File: src/hw/rtl/assert_macros.svh
// ---------------------------------------------------------------------------
// Assertion macros used by the compacting_id_registry RTL file.
// ---------------------------------------------------------------------------
`ifndef ASSERT_MACROS_SVH
`define ASSERT_MACROS_SVH

// Same-cycle implication, sampled on i_clk and disabled while in reset.
`define CIDR_ASSERT_IMP(lbl, ante, cons) \
    lbl: assert property (@(posedge i_clk) disable iff (!i_rst_n) (ante) |-> (cons)) \
        else $error("registry check failed");

// Next-cycle implication, sampled on i_clk and disabled while in reset.
`define CIDR_ASSERT_NXT(lbl, ante, cons) \
    lbl: assert property (@(posedge i_clk) disable iff (!i_rst_n) (ante) |=> (cons)) \
        else $error("registry check failed");

`endif

File: src/hw/rtl/cidr_pkg.sv
// ---------------------------------------------------------------------------
// cidr_pkg
// Shared constants and types of the compacting identifier registry.
// ---------------------------------------------------------------------------
package cidr_pkg;

    localparam int SLOTS_DEF   = 16;
    localparam int ID_BITS_DEF = 22;

    localparam int KIND_W   = 2;
    localparam int IDENT_W  = 22;
    localparam int STATUS_W = 3;
    localparam int INDEX_W  = 4;
    localparam int WIDE_W   = 32;

    typedef logic [KIND_W-1:0]   t_kind;
    typedef logic [STATUS_W-1:0] t_status;

    localparam t_kind KIND_REG    = 2'd0;
    localparam t_kind KIND_REMOVE = 2'd1;
    localparam t_kind KIND_READ   = 2'd2;
    localparam t_kind KIND_NONE   = 2'd3;

    localparam t_status ST_STORED   = 3'd0;
    localparam t_status ST_PRESENT  = 3'd1;
    localparam t_status ST_FULL     = 3'd2;
    localparam t_status ST_REMOVED  = 3'd3;
    localparam t_status ST_NOTFOUND = 3'd4;
    localparam t_status ST_READ     = 3'd5;

    typedef enum logic [2:0] {
        S_IDLE  = 3'b001,
        S_SCAN  = 3'b010,
        S_CLEAR = 3'b100
    } t_state;

endpackage

File: src/hw/rtl/cidr_store.sv
// ---------------------------------------------------------------------------
// cidr_store
// Slot memory with one write and one read port, registered read data and
// a valid bit per slot so that unwritten slots read as empty after reset.
// ---------------------------------------------------------------------------
module cidr_store #(
    parameter int SLOTS = cidr_pkg::SLOTS_DEF,
    parameter int WIDTH = cidr_pkg::ID_BITS_DEF
) (
    input  logic                     i_clk,
    input  logic                     i_rst_n,
    input  logic                     i_we,
    input  logic [$clog2(SLOTS)-1:0] i_waddr,
    input  logic [WIDTH-1:0]         i_wdata,
    input  logic                     i_re,
    input  logic [$clog2(SLOTS)-1:0] i_raddr,
    output logic [WIDTH-1:0]         o_rdata
);

    logic [WIDTH-1:0] r_mem [SLOTS];
    logic [SLOTS-1:0] r_valid;
    logic [WIDTH-1:0] r_rdata;
    logic             r_rvalid;

    always_ff @(posedge i_clk) begin
        if (i_we) begin
            r_mem[i_waddr] <= i_wdata;
        end
        if (i_re) begin
            r_rdata <= r_mem[i_raddr];
        end
    end

    always_ff @(posedge i_clk) begin
        if (!i_rst_n) begin
            r_valid  <= '0;
            r_rvalid <= 1'b0;
        end else begin
            if (i_we) begin
                r_valid[i_waddr] <= 1'b1;
            end
            if (i_re) begin
                r_rvalid <= r_valid[i_raddr];
            end
        end
    end

    assign o_rdata = r_rvalid ? r_rdata : '0;

endmodule

File: src/hw/rtl/compacting_id_registry.sv
// ---------------------------------------------------------------------------
// compacting_id_registry
// Table of nonzero identifiers kept packed at the low slots. Requests
// register, remove (with compaction) or read out the whole table.
//
// Channel   Direction  Handshake          Fields
// request   in         start, busy        i_kind, i_ident
// result    out        o_strobe           o_status, o_slot_index,
//                                         o_slot_value, o_last
//
// A request is taken when start is high and busy is low. A register or
// remove of a nonzero identifier walks the slot memory one slot per cycle,
// and a compacting remove ends with a final clear of the last slot; a
// read gives one result per cycle. A register or remove of a zero
// identifier is answered in the cycle after the request, without a scan.
// Reset clears the per-slot valid bits. Results are not held.
// ---------------------------------------------------------------------------
`include "assert_macros.svh"

module compacting_id_registry #(
    parameter int SLOTS   = cidr_pkg::SLOTS_DEF,
    parameter int ID_BITS = cidr_pkg::ID_BITS_DEF
) (
    input  logic                          i_clk,
    input  logic                          i_rst_n,
    input  logic                          start,
    input  logic [cidr_pkg::KIND_W-1:0]   i_kind,
    input  logic [cidr_pkg::IDENT_W-1:0]  i_ident,
    output logic                          busy,
    output logic                          o_strobe,
    output logic [cidr_pkg::STATUS_W-1:0] o_status,
    output logic [cidr_pkg::INDEX_W-1:0]  o_slot_index,
    output logic [cidr_pkg::IDENT_W-1:0]  o_slot_value,
    output logic                          o_last
);

    import cidr_pkg::*;

    localparam int AW = $clog2(SLOTS);
    localparam logic [AW-1:0] LAST_IDX = AW'(SLOTS - 1);

    t_state           r_state, n_state;
    t_kind            r_kind, n_kind;
    logic [ID_BITS-1:0] r_id, n_id;
    logic [AW-1:0]    r_didx, n_didx;
    logic [AW-1:0]    r_pos, n_pos;
    logic             r_found, n_found;

    logic             r_strobe, n_strobe;
    t_status          r_status, n_status;
    logic [AW-1:0]    r_index, n_index;
    logic [ID_BITS-1:0] r_value, n_value;
    logic             r_last, n_last;

    logic             w_we, w_re;
    logic [AW-1:0]    w_waddr, w_raddr;
    logic [ID_BITS-1:0] w_wdata, w_rdata;

    logic             w_accept, w_last, w_match, w_empty;
    logic [WIDE_W-1:0] w_ident_wide, w_index_wide, w_value_wide;
    logic [ID_BITS-1:0] w_id_in;

    cidr_store #(
        .SLOTS (SLOTS),
        .WIDTH (ID_BITS)
    ) u_store (
        .i_clk   (i_clk),
        .i_rst_n (i_rst_n),
        .i_we    (w_we),
        .i_waddr (w_waddr),
        .i_wdata (w_wdata),
        .i_re    (w_re),
        .i_raddr (w_raddr),
        .o_rdata (w_rdata)
    );

    assign w_ident_wide = WIDE_W'(i_ident);
    assign w_id_in      = w_ident_wide[ID_BITS-1:0];
    assign w_accept     = start && (r_state == S_IDLE);
    assign w_last       = (r_didx == LAST_IDX);
    assign w_match      = (w_rdata == r_id);
    assign w_empty      = (w_rdata == '0);

    always_comb begin
        n_state  = r_state;
        n_kind   = r_kind;
        n_id     = r_id;
        n_didx   = r_didx;
        n_pos    = r_pos;
        n_found  = r_found;
        n_strobe = 1'b0;
        n_status = r_status;
        n_index  = r_index;
        n_value  = r_value;
        n_last   = r_last;
        w_we     = 1'b0;
        w_waddr  = r_didx;
        w_wdata  = '0;
        w_re     = 1'b0;
        w_raddr  = r_didx + 1'b1;

        case (r_state)
            S_IDLE: begin
                if (w_accept) begin
                    n_kind  = i_kind;
                    n_id    = w_id_in;
                    n_found = 1'b0;
                    n_pos   = '0;
                    n_didx  = '0;
                    case (i_kind)
                        KIND_REG, KIND_REMOVE: begin
                            if (w_id_in == '0) begin
                                n_strobe = 1'b1;
                                n_status = (i_kind == KIND_REG) ? ST_FULL : ST_NOTFOUND;
                                n_index  = '0;
                                n_value  = w_id_in;
                                n_last   = 1'b1;
                            end else begin
                                w_re    = 1'b1;
                                w_raddr = '0;
                                n_state = S_SCAN;
                            end
                        end
                        KIND_READ: begin
                            w_re    = 1'b1;
                            w_raddr = '0;
                            n_state = S_SCAN;
                        end
                        default: begin
                        end
                    endcase
                end
            end
            S_SCAN: begin
                if (!w_last) begin
                    w_re   = 1'b1;
                    n_didx = r_didx + 1'b1;
                end
                case (r_kind)
                    KIND_READ: begin
                        n_strobe = 1'b1;
                        n_status = ST_READ;
                        n_index  = r_didx;
                        n_value  = w_rdata;
                        n_last   = w_last;
                        if (w_last) begin
                            n_state = S_IDLE;
                        end
                    end
                    KIND_REG: begin
                        if (w_match) begin
                            w_re     = 1'b0;
                            n_strobe = 1'b1;
                            n_status = ST_PRESENT;
                            n_index  = r_didx;
                            n_value  = r_id;
                            n_last   = 1'b1;
                            n_state  = S_IDLE;
                        end else begin
                            if (w_empty && !r_found) begin
                                n_found = 1'b1;
                                n_pos   = r_didx;
                            end
                            if (w_last) begin
                                n_strobe = 1'b1;
                                n_value  = r_id;
                                n_last   = 1'b1;
                                n_state  = S_IDLE;
                                if (r_found || w_empty) begin
                                    w_we     = 1'b1;
                                    w_waddr  = r_found ? r_pos : r_didx;
                                    w_wdata  = r_id;
                                    n_status = ST_STORED;
                                    n_index  = r_found ? r_pos : r_didx;
                                end else begin
                                    n_status = ST_FULL;
                                    n_index  = '0;
                                end
                            end
                        end
                    end
                    KIND_REMOVE: begin
                        if (r_found) begin
                            w_we    = 1'b1;
                            w_waddr = r_didx - 1'b1;
                            w_wdata = w_rdata;
                            if (w_last) begin
                                n_state = S_CLEAR;
                            end
                        end else if (w_match) begin
                            n_found = 1'b1;
                            n_pos   = r_didx;
                            if (w_last) begin
                                w_we     = 1'b1;
                                w_waddr  = LAST_IDX;
                                w_wdata  = '0;
                                n_strobe = 1'b1;
                                n_status = ST_REMOVED;
                                n_index  = r_didx;
                                n_value  = r_id;
                                n_last   = 1'b1;
                                n_state  = S_IDLE;
                            end
                        end else if (w_last) begin
                            n_strobe = 1'b1;
                            n_status = ST_NOTFOUND;
                            n_index  = '0;
                            n_value  = r_id;
                            n_last   = 1'b1;
                            n_state  = S_IDLE;
                        end
                    end
                    default: begin
                        w_re    = 1'b0;
                        n_state = S_IDLE;
                    end
                endcase
            end
            S_CLEAR: begin
                w_we     = 1'b1;
                w_waddr  = LAST_IDX;
                w_wdata  = '0;
                n_strobe = 1'b1;
                n_status = ST_REMOVED;
                n_index  = r_pos;
                n_value  = r_id;
                n_last   = 1'b1;
                n_state  = S_IDLE;
            end
            default: begin
                n_state = S_IDLE;
            end
        endcase
    end

    always_ff @(posedge i_clk) begin
        if (!i_rst_n) begin
            r_state  <= S_IDLE;
            r_found  <= 1'b0;
            r_strobe <= 1'b0;
        end else begin
            r_state  <= n_state;
            r_found  <= n_found;
            r_strobe <= n_strobe;
        end
    end

    always_ff @(posedge i_clk) begin
        r_kind   <= n_kind;
        r_id     <= n_id;
        r_didx   <= n_didx;
        r_pos    <= n_pos;
        r_status <= n_status;
        r_index  <= n_index;
        r_value  <= n_value;
        r_last   <= n_last;
    end

    assign w_index_wide = WIDE_W'(r_index);
    assign w_value_wide = WIDE_W'(r_value);

    assign busy         = (r_state != S_IDLE);
    assign o_strobe     = r_strobe;
    assign o_status     = r_status;
    assign o_slot_index = w_index_wide[INDEX_W-1:0];
    assign o_slot_value = w_value_wide[IDENT_W-1:0];
    assign o_last       = r_last;

    `CIDR_ASSERT_IMP(a_no_rw_clash, w_we && w_re, w_waddr != w_raddr)
    `CIDR_ASSERT_IMP(a_stored_nonzero, o_strobe && (o_status == ST_STORED), o_slot_value != '0)
    `CIDR_ASSERT_IMP(a_single_is_last, o_strobe && (o_status != ST_READ), o_last)
    `CIDR_ASSERT_NXT(a_read_goes_busy, w_accept && (i_kind == KIND_READ), busy)
    `CIDR_ASSERT_NXT(a_unused_silent, w_accept && (i_kind == KIND_NONE), !o_strobe)

endmodule
File: config.mk
export PLATFORM = sky130hd
export DESIGN_NAME = compacting_id_registry
export DESIGN_NICKNAME = d
export VERILOG_FILES = /design/src/hw/rtl/cidr_pkg.sv /design/src/hw/rtl/cidr_store.sv /design/src/hw/rtl/compacting_id_registry.sv
export VERILOG_INCLUDE_DIRS = /design/src /design/src/hw/rtl
export SDC_FILE = /design/constraint.sdc
export NUM_CORES = 1
export LEC_CHECK = 0
export ABC_AREA = 1
export BUFFER_PORTS_ARGS = -buffer_cell sky130_fd_sc_hd__buf_2
export CAP_MARGIN = 0
export CORE_MARGIN = 2
export CORE_UTILIZATION = 25
export CTS_CLUSTER_SIZE = 24
export DETAILED_ROUTE_END_ITERATION = 10
export PLACE_DENSITY = 0.48
export SETUP_SLACK_MARGIN = 0.02
export SYNTH_ARGS = -nofsm -noshare
export SYNTH_HDL_FRONTEND = slang
export SYNTH_SLANG_ARGS = --single-unit
File: constraint.sdc
create_clock -name i_clk -period 8 [get_ports i_clk]
set_input_delay 0 -clock i_clk [delete_from_list [all_inputs] [get_ports i_clk]]
set_output_delay 0 -clock i_clk [all_outputs]
set_load 0.005 [all_outputs]
After elaboration in Yosys (flattened, before gate mapping)
Memory sizes are Yosys's and may differ from the RTL's. A register that Yosys moved wholly into a read port is not among the register bits.
Index checks and enable logic that the tools add are counted.
- bits in registers: 84
- memory bits (writable): 352
- input bits: 27
- memories kept: 1
- memory list (name ; words ; bits a word ; rd ports ; clocked after memory_dff ; wr ports ; line ; RTL):
    u_store.r_mem ; 16 ; 22 ; 1 ; 1 ; 1 ; cidr_store.sv:20 ; logic [WIDTH-1:0] r_mem [SLOTS];
- add/sub/neg operators: 2
- $lt $le $gt $ge: 3
- equality and inequality tests: 25
- multiplexer cells: 113
- bitwise operators: 1
- reductions and logical operators: 20
- operators by type and width (kind ; number):
    22-bit two-way mux ; 12
    22-bit one-hot mux with 3 select lines ; 2
    4-bit two-way mux ; 26
    4-bit one-hot mux with 2 select lines ; 6
    3-bit two-way mux ; 15
    22-bit zero test ; 2
    22-bit one-hot mux with 2 select lines ; 1
    1-bit two-way mux ; 30
    3-bit one-hot mux with 3 select lines ; 3
    4-bit one-hot mux with 3 select lines ; 2
    22-bit == test ; 1
    3-bit inequality test (second input constant) ; 6
    16-bit bitwise OR ; 1
    1-bit one-hot mux with 2 select lines ; 7
    1-bit one-hot mux with 3 select lines ; 4
    3-bit one-hot mux with 2 select lines ; 2
    4-bit by 5-bit < comparator with 1-bit output (second input constant) ; 2
    4-bit inequality test (second input constant) ; 2
    8-bit AND reduction ; 1
    7-bit AND reduction ; 1
    3-bit by 1-bit inequality test with 1-bit output (second input constant) ; 2
    6-bit AND reduction ; 1
    5-bit AND reduction ; 1
    4-bit by 1-bit adder with 4-bit output (second input constant) ; 1
    other kinds (25) ; 33

Logic depth before layout (Yosys ltp)
Gate-level depths: netlist of the first run.
- depth in word-level cells: 13
- mapped depth: 20
- depth with buffers taken out: 19

By module
From an unflattened synthesis of the first run, not the netlist that was laid out.
- cells, all modules: 2016
- area, all modules: 20696.1 µm²
- modules (own cells, without submodules) (module ; times used ; cells each ; area each (µm²) ; seq. area each (µm²)):
    cidr_store ; 1 ; 1206 ; 15382.3 ; 11571.1
    compacting_id_registry ; 1 ; 810 ; 5313.8 ; 1961.9

Worst setup path after synthesis of the first run
OpenSTA, ideal clock, no wires.
- path kind: reg-to-reg
- start: reg r_didx[0]
- end: mem u_store.r_mem[0][0] (netlist name), enable pin
- data arrival time: 3.293 ns
- data required time: 7.598 ns
- path slack: 4.305 ns
- stages on the path, launching flop included: 14
- buffers on the path: 3
- period minus slack after synthesis: 3.695 ns
- path through: edfxtp_1 > inv_1 > clkbuf_1 > clkbuf_1 > buf_1 > ha_1 > nand2_1 > o21ai_0 > nand2_1 > inv_1 > nand2_1 > a21oi_1 > nand3_1 > nor2_1
- longest elaborated chain between the ends: 8
- elaborated cells on any way between the ends: 20
- classes of those cells: add/sub: 1; eq/ne: 1; mux: 18
- ends and longest elaborated chain (element ; line ; RTL):
    start: declaration ; compacting_id_registry.sv:45 ; logic [AW-1:0] r_didx, n_didx;
    start signal: assignment ; compacting_id_registry.sv:251 ; r_didx <= n_didx;
    4-bit == test ; compacting_id_registry.sv:80 ; assign w_last = (r_didx == LAST_IDX);
    1-bit two-way mux ; compacting_id_registry.sv:193 ; if (w_last) begin
    1-bit two-way mux ; compacting_id_registry.sv:190 ; end else if (w_match) begin
    1-bit two-way mux ; compacting_id_registry.sv:183 ; if (r_found) begin
    1-bit one-hot mux with 2 select lines ; compacting_id_registry.sv:139 ; case (r_kind)
    1-bit one-hot mux with 2 select lines ; compacting_id_registry.sv:102 ; case (r_state)
    1-bit two-way mux ; cidr_store.sv:26 ; if (i_we) begin
    1-bit two-way mux (implied by the code) ; cidr_store.sv:27 ; r_mem[i_waddr] <= i_wdata;
    end: declaration ; cidr_store.sv:20 ;
Parallel ways exist; a longest one is shown, timed or not.

Worst setup path after layout of the first run
- start: reg r_state[2]
- end: mem u_store.r_mem[7][11] (netlist name), enable pin
- longest elaborated chain between the ends: 4
- elaborated cells on any way between the ends: 6
- classes of those cells: eq/ne: 2; mux: 4
- ends and longest elaborated chain (element ; line ; RTL):
    start: declaration ; compacting_id_registry.sv:42 ; t_state r_state, n_state;
    start signal: assignment ; compacting_id_registry.sv:242 ; r_state <= n_state;
    3-bit == test / 3-bit by 2-bit == test with 1-bit output (equally long branches) ; compacting_id_registry.sv:102 ;
    1-bit one-hot mux with 2 select lines ; compacting_id_registry.sv:102 ;
    1-bit two-way mux ; cidr_store.sv:26 ;
    1-bit two-way mux (implied by the code) ; cidr_store.sv:27 ;
Parallel ways exist; a longest one is shown, timed or not.

==> results of run 1 <==
==> cell families after synthesis <==
kind of cell / after synthesis
AOI/OAI and AO/OA: 368
buffers and inverters: 312
adders and majority gates: 6
DFF: 458
and+or+nand+nor: 628
xor gates and xnor gates: 5
==> metal layers <==
metal / share of wire (%) / global-route usage, %
met5: 0 / 0
met4: 2.3 / 4.04
met3: 6.1 / 2.02
met2: 45 / 22.0
met1: 47 / 20.1
==> repair_timing <==
item,CTS,global route
endpoints found under the setup margin,0,0
endpoints found under the hold margin,53,0
gates resized for setup,0,0
hold buffers,27,0
==> worst paths after layout <==
| path | start | end | slack, ns | depth (start not counted) |
|---|---|---|---|---|
| worst max register to register | r_state[2] | u_store.r_mem[7][11] | 3.66 | 9 |
| worst min register to register | u_store.r_valid[7] | u_store.r_valid[7] | 0.45 | 2 |
| worst min-delay path | i_ident[5] | r_id[5] | 0.14 | 2 |
| worst max-delay path | r_state[2] | u_store.r_mem[7][11] | 3.66 | 9 |
==> flip-flops by register name (all words and copies together) (netlist names), 2 cells and up <==
signal	cells
u_store.r_valid	16
r_state	3
u_store.r_rdata	22
r_pos	4
o_slot_value	22
r_id	22
r_didx	4
u_store.r_mem	352
o_slot_index	4
o_status	3
r_kind	2
==> stage by stage <==
step | cell area (um2) | power, mW | std cells | setup WS, ns
detailed placement | 21500 | 4.12 | 2805 | 3.72
global route | 23400 | 6.69 | 2926 | 3.37
CTS | 23400 | 6.47 | 2924 | 3.71
floorplan | 20100 | 3.68 | 1777 | 4.30
finish | 23400 | 6.41 | 2926 | 3.66
global placement | 21500 | 4.12 | 2805 | 3.65
==> placed cells by master, fill, tap and decap left out, drive strengths merged <==
cell and n:
ha 6, a311oi 1, a221oi 11, bufinv 5, dlygate4sd3 27, inv 202, nor4 3, clkinvlp 2
o221ai 91, nor3b 1, a2111oi 1, nor2 122, dfxtp 22, nand2 338, o21bai 8, o22ai 11
clkbuf 65, xor2 5, a31oi 1, nand3 150, edfxtp 436, clkinv 22, a22oi 17, or2 1
o21ai 88, o21a 1, o211ai 96, buf 88, a21oi 42, nand4 9, nor3 4
==> worst register-to-register path, delay by kind of cell (launching register included) <==
family	cells	cell delay (ns)
DFF	1	0.40
and+or+nand+nor	5	1.53
buffers and inverters	4	2.02
==> cell type report <==
| type | instances | area [um2] |
|---|---|---|
| Clock buffer | 65 | 1360 |
| Tap cell | 1050 | 1310 |
| Clock inverter | 27 | 289 |
| Inverter | 204 | 767 |
| Sequential cell | 458 | 13500 |
| Timing Repair Buffer | 115 | 802 |
| Multi-Input combinational cell | 1007 | 5370 |
| Fill cell | 8088 | 55800 |
==> power groups by stage <==
stage               Combinational (mW)  Sequential (mW)  Clock [mW]
finish                            1.28             2.80        2.33
global route                      1.42             2.81        2.46
CTS                               1.29             2.80        2.38
detailed placement                1.27             2.85           0
global placement                  1.26             2.85           0
floorplan                        0.872             2.81           0
==> flow_summary.toml, run 1 <==
[power_and_ir_drop]
switching_share_pct = 30.6
seq_power_share_pct = 43.7
power.switching_mw = 1.96
p_leak_nw = 8.00
p_per_area_nw_per_um2 = 274
ir_drop_mv = 0.165
clkPwrFrac_pct = 36.3
p_int_mw = 4.45
combinationalPowerShare_pct = 20.0

[synth]
syn_area_um2 = 20100
synth_edf_count = 436
synth_top_cell_by_area = "edfxtp_1"
syn_inst = 1777
synth_seq_cells = 458
ys_types = 36
syn-num-nets = 1810
ys_async_sr_fraction_pct = 0
synth_adder_area_share_pct = 0.374
syn_area_per_cell_um2 = 11.3
synth-compound-area-share_pct = 12.7
synth.most_common_cell = "edfxtp_1"
synth_top_area_share_pct = 65.3
yosys.area_share.simple_pct = 13.0
synth_top_family_by_area = "simple AND/OR/NAND/NOR gates"
ys_seq_area_share_pct = 67.5
muxShareOfSynthArea_pct = 0
synthTopCellsByArea = "edfxtp_1 (65%), nand2_1 (6.3%), o221ai_1 (4.0%)"
synth_ff_type = "edfxtp_1"
yosys_warnings = 0
synth_commonest_cells = "edfxtp_1 (436), nand2_1 (337), inv_1 (200)"
synth_xor_area_share_pct = 0.218

[sta]
fin_worst_skew_ns = 0.0202
fin_crit_sh_pct = 54.3
finalSetupViolCount = 0
maxSlewViolCount = 0
fin_crit_ns = 4.34
relSlewSlack_pct = 9.06
final_hold_viol_count = 0
holdWs_ns = 0.137
clock.fmax_mhz = 230
rsz0062_at_grt = "no"
tns_ns = 0
tightest_slew_ns = 1.36

[floorplanning]
die_area_um2 = 82500
dieHeight_um = 287
rows = 103
start_util_pct = 25.3
die_x_um = 287
coreArea_um2 = 79300
num_io_pins = 59

[cts]
clock_path_buffers = 3
cts.sinks = 458
cts_tree = "built"
clk_latency_ns = 0.61
path_clk_slew_ns = 0.06
cts_buffers = 50
htreeDepth = 2
root_buffer = "clkbuf_16"
cts_setup_buffers = 0

[setup_path]
arrival_ns = 4.55
start_kind = "register"
cp.required_ns = 8.21
cp-end-kind = "register"
path_buf_inv = 4
crit_path_max_fanout = 26
slowest_delay_ns = 0.90
crit_path_cell_trace = "nand3_1 > inv_1 > nor2_2 > buf_4 > nor2_2 > nand3_1 > inv_1 > nand2_1 > inv_1"
slowest_stage = "nand3_1"
cp_top_family = "buffers and inverters"
path_common_cell = "inv_1"
path_class = "reg2reg"

[routing]
num_vias = 14000
route.detailed.drc = 0
vias_per_cell = 4.79
wl_per_cell_um = 20.1
wirelength_um = 58800
first_iter_violations = 1331
drtAntennaViolNets = 0
drt-pass1-iter-count = 5

[outcome]
status = "finished clean"

[global_routing]
grtUsageTotal_pct = 14.0
grt_max_degree = 107
antenna_found_initial = 1
grt-ovfl-total = 0
grt_pass1_wl_um = 87700
first_global_vias = 13700

[cells_and_area]
nNetsFinal = 1869
syn2layout_area_growth_pct = 16.8
diodes = 0
layout-drive-gt1-share_pct = 10.3
finish.utilization_pct = 29.6

[worst_hold_path]
min_path_type = "in2reg"

[placement]
place_congestion = 0.864
place_hpwl_um = 34800
numPortBuffers = 58

[job]
max_cap_viol_count = 0
No activity file was read; power rests on OpenSTA's default activity.
==> run 2, diff against run 1 <==
--- a/config.mk
+++ b/config.mk
@@ -13,7 +13,7 @@
 export CORE_UTILIZATION = 25
 export CTS_CLUSTER_SIZE = 24
 export DETAILED_ROUTE_END_ITERATION = 10
-export PLACE_DENSITY = 0.48
+export PLACE_DENSITY = 0.49
 export SETUP_SLACK_MARGIN = 0.02
 export SYNTH_ARGS = -nofsm -noshare
 export SYNTH_HDL_FRONTEND = slang
==> constraint.sdc (replaced) <==
create_clock -name i_clk -period 3.9 [get_ports i_clk]
set_input_delay 0 -clock i_clk [delete_from_list [all_inputs] [get_ports i_clk]]
set_output_delay 0 -clock i_clk [all_outputs]
set_load 0.005 [all_outputs]
==> flow_summary.toml, run 2 (synthesis results as in run 1) <==
[global_routing]
grt_use_met3_pct = 2.31
grt-ovfl-total = 0
grtUsageTotal_pct = 13.6
first_global_vias = 13400
grt_max_degree = 96
antenna_found_initial = 1
grt.busiest_layer = "met1"
grt_pass1_wl_um = 85700
met2_usage_pct = 19.7
grtUsageMet1_pct = 20.6

[power_and_ir_drop]
ir_drop_mv = 0.374
p_total_mw = 13.0
p_leak_nw = 8.15
p_per_area_nw_per_um2 = 550

[cts]
cts.sinks = 458
clock_path_buffers = 3
root_buffer = "clkbuf_16"
cts_tree = "built"
post_cts_resized = 0
path_clk_slew_ns = 0.06
cts_buffers = 50
cts_setup_buffers = 0
clk_latency_ns = 0.61
htreeDepth = 2

[cells_and_area]
layout-drive-gt1-share_pct = 11.4
nNetsFinal = 1904
finish.utilization_pct = 29.9
final_common_cell = "edfxtp_1"
regMostFlops = "u_store.r_mem"
final_cell_mix = "edfxtp_1 (436), nand2_1 (334), inv_1 (197)"
syn2layout_area_growth_pct = 18.0
stdcell_area_um2 = 23700
largest_register_ffs = 352
n_fill_cell = 8042

[routing]
vias_per_cell = 4.74
drtAntennaViolNets = 0
drt-pass1-iter-count = 5
wl_per_cell_um = 19.2
route.detailed.drc = 0
num_vias = 14000
first_iter_violations = 1484
wirelength_um = 56800

[setup_path]
cp-end-kind = "register"
cp.required_ns = 4.11
path_class = "reg2reg"
arrival_ns = 3.61
ff2ff_setup_slack_ns = 0.50
start_kind = "register"
crit_path_max_fanout = 25

[floorplanning]
coreArea_um2 = 79300
die_area_um2 = 82500
dieHeight_um = 287
num_io_pins = 59
die_x_um = 287
start_util_pct = 25.3
rows = 103

[placement]
place_hpwl_um = 36600
placed_cell_area_um2 = 21800
numPortBuffers = 58
place_congestion = 0.866

[worst_hold_path]
min_path_type = "in2reg"

[outcome]
status = "finished clean"

[job]
max_cap_viol_count = 0

[sta]
finalSetupViolCount = 0
tns_ns = 0
clock.fmax_mhz = 294
relSlewSlack_pct = 11.9
fin_crit_ns = 3.40
fin_crit_sh_pct = 87.3
maxSlewViolCount = 0
rsz0062_at_grt = "no"
final_hold_viol_count = 0
tightest_slew_ns = 1.32
fin_worst_skew_ns = 0.0193
[run 2: per-stage QoR]
| step | hold slack (ns) | cells | worst slack [ns] |
|---|---|---|---|
| after global placement | 0.205 | 2842 | 0.555 |
| after detailed placement | 0.201 | 2842 | 0.517 |
| after floorplan | 0.0687 | 1777 | 0.205 |
| final | 0.133 | 2962 | 0.497 |
| after CTS | 0.108 | 2961 | 0.498 |
| after global routing | 0.126 | 2961 | 0.209 |
[run 2: layout make-up]
| cell class | count | area [um2] | area share [%] |
|---|---|---|---|
| Timing Repair Buffer | 150 | 1140 | 4.80 |
| Tap cell | 1050 | 1310 | 5.55 |
| Antenna cell | 1 | 2.50 | 0.0106 |
| Clock inverter | 25 | 205 | 0.867 |
| Clock buffer | 67 | 1340 | 5.65 |
| Multi-Input combinational cell | 1007 | 5370 | 22.7 |
| Sequential cell | 458 | 13500 | 57.2 |
| Inverter | 204 | 767 | 3.24 |
[run 2: power breakdown]
part	total, mW	switching [mW]	internal (mW)
Combinational	2.83	2.00	0.834
Clock	4.48	1.98	2.49
Sequential	5.72	0.133	5.58
Total	13.0	4.11	8.91
[run 2: path summary, 6_finish.rpt]
check                      from             endpoint  cells after the start
max            u_store.r_rvalid  u_store.r_mem[4][1]                     14
min                 i_ident[17]             r_id[17]                      2
max reg2reg    u_store.r_rvalid  u_store.r_mem[4][1]                     14
min reg2reg  u_store.r_valid[3]   u_store.r_valid[3]                      2
[run 2: worst max-delay path, stage by stage, from the launching register on]
cell,delay (ns)
dfxtp_1,0.33
buf_4,0.27
nand2_1,0.18
inv_1,0.13
nand2_1,0.06
nand2_1,0.08
nor2_1,0.06
nand2_1,0.10
nor2_4,0.07
nand3_2,0.17
nand2_1,0.09
nor2_2,0.11
buf_4,0.24
a22oi_1,0.11
nor2_1,0.99
[run 2: per-layer routing]
layer / up-vias / wire length, um
li1: 6618 / -
met5: - / 0
met2: 486 / 24100
met4: 0 / 1050
met3: 72 / 4060
met1: 6866 / 27500
[run 2: what timing repair did]
action                     in CTS  in global routing
hold buffers                   27                  0
setup endpoints to repair       0                  0
hold endpoints to repair       53                  0
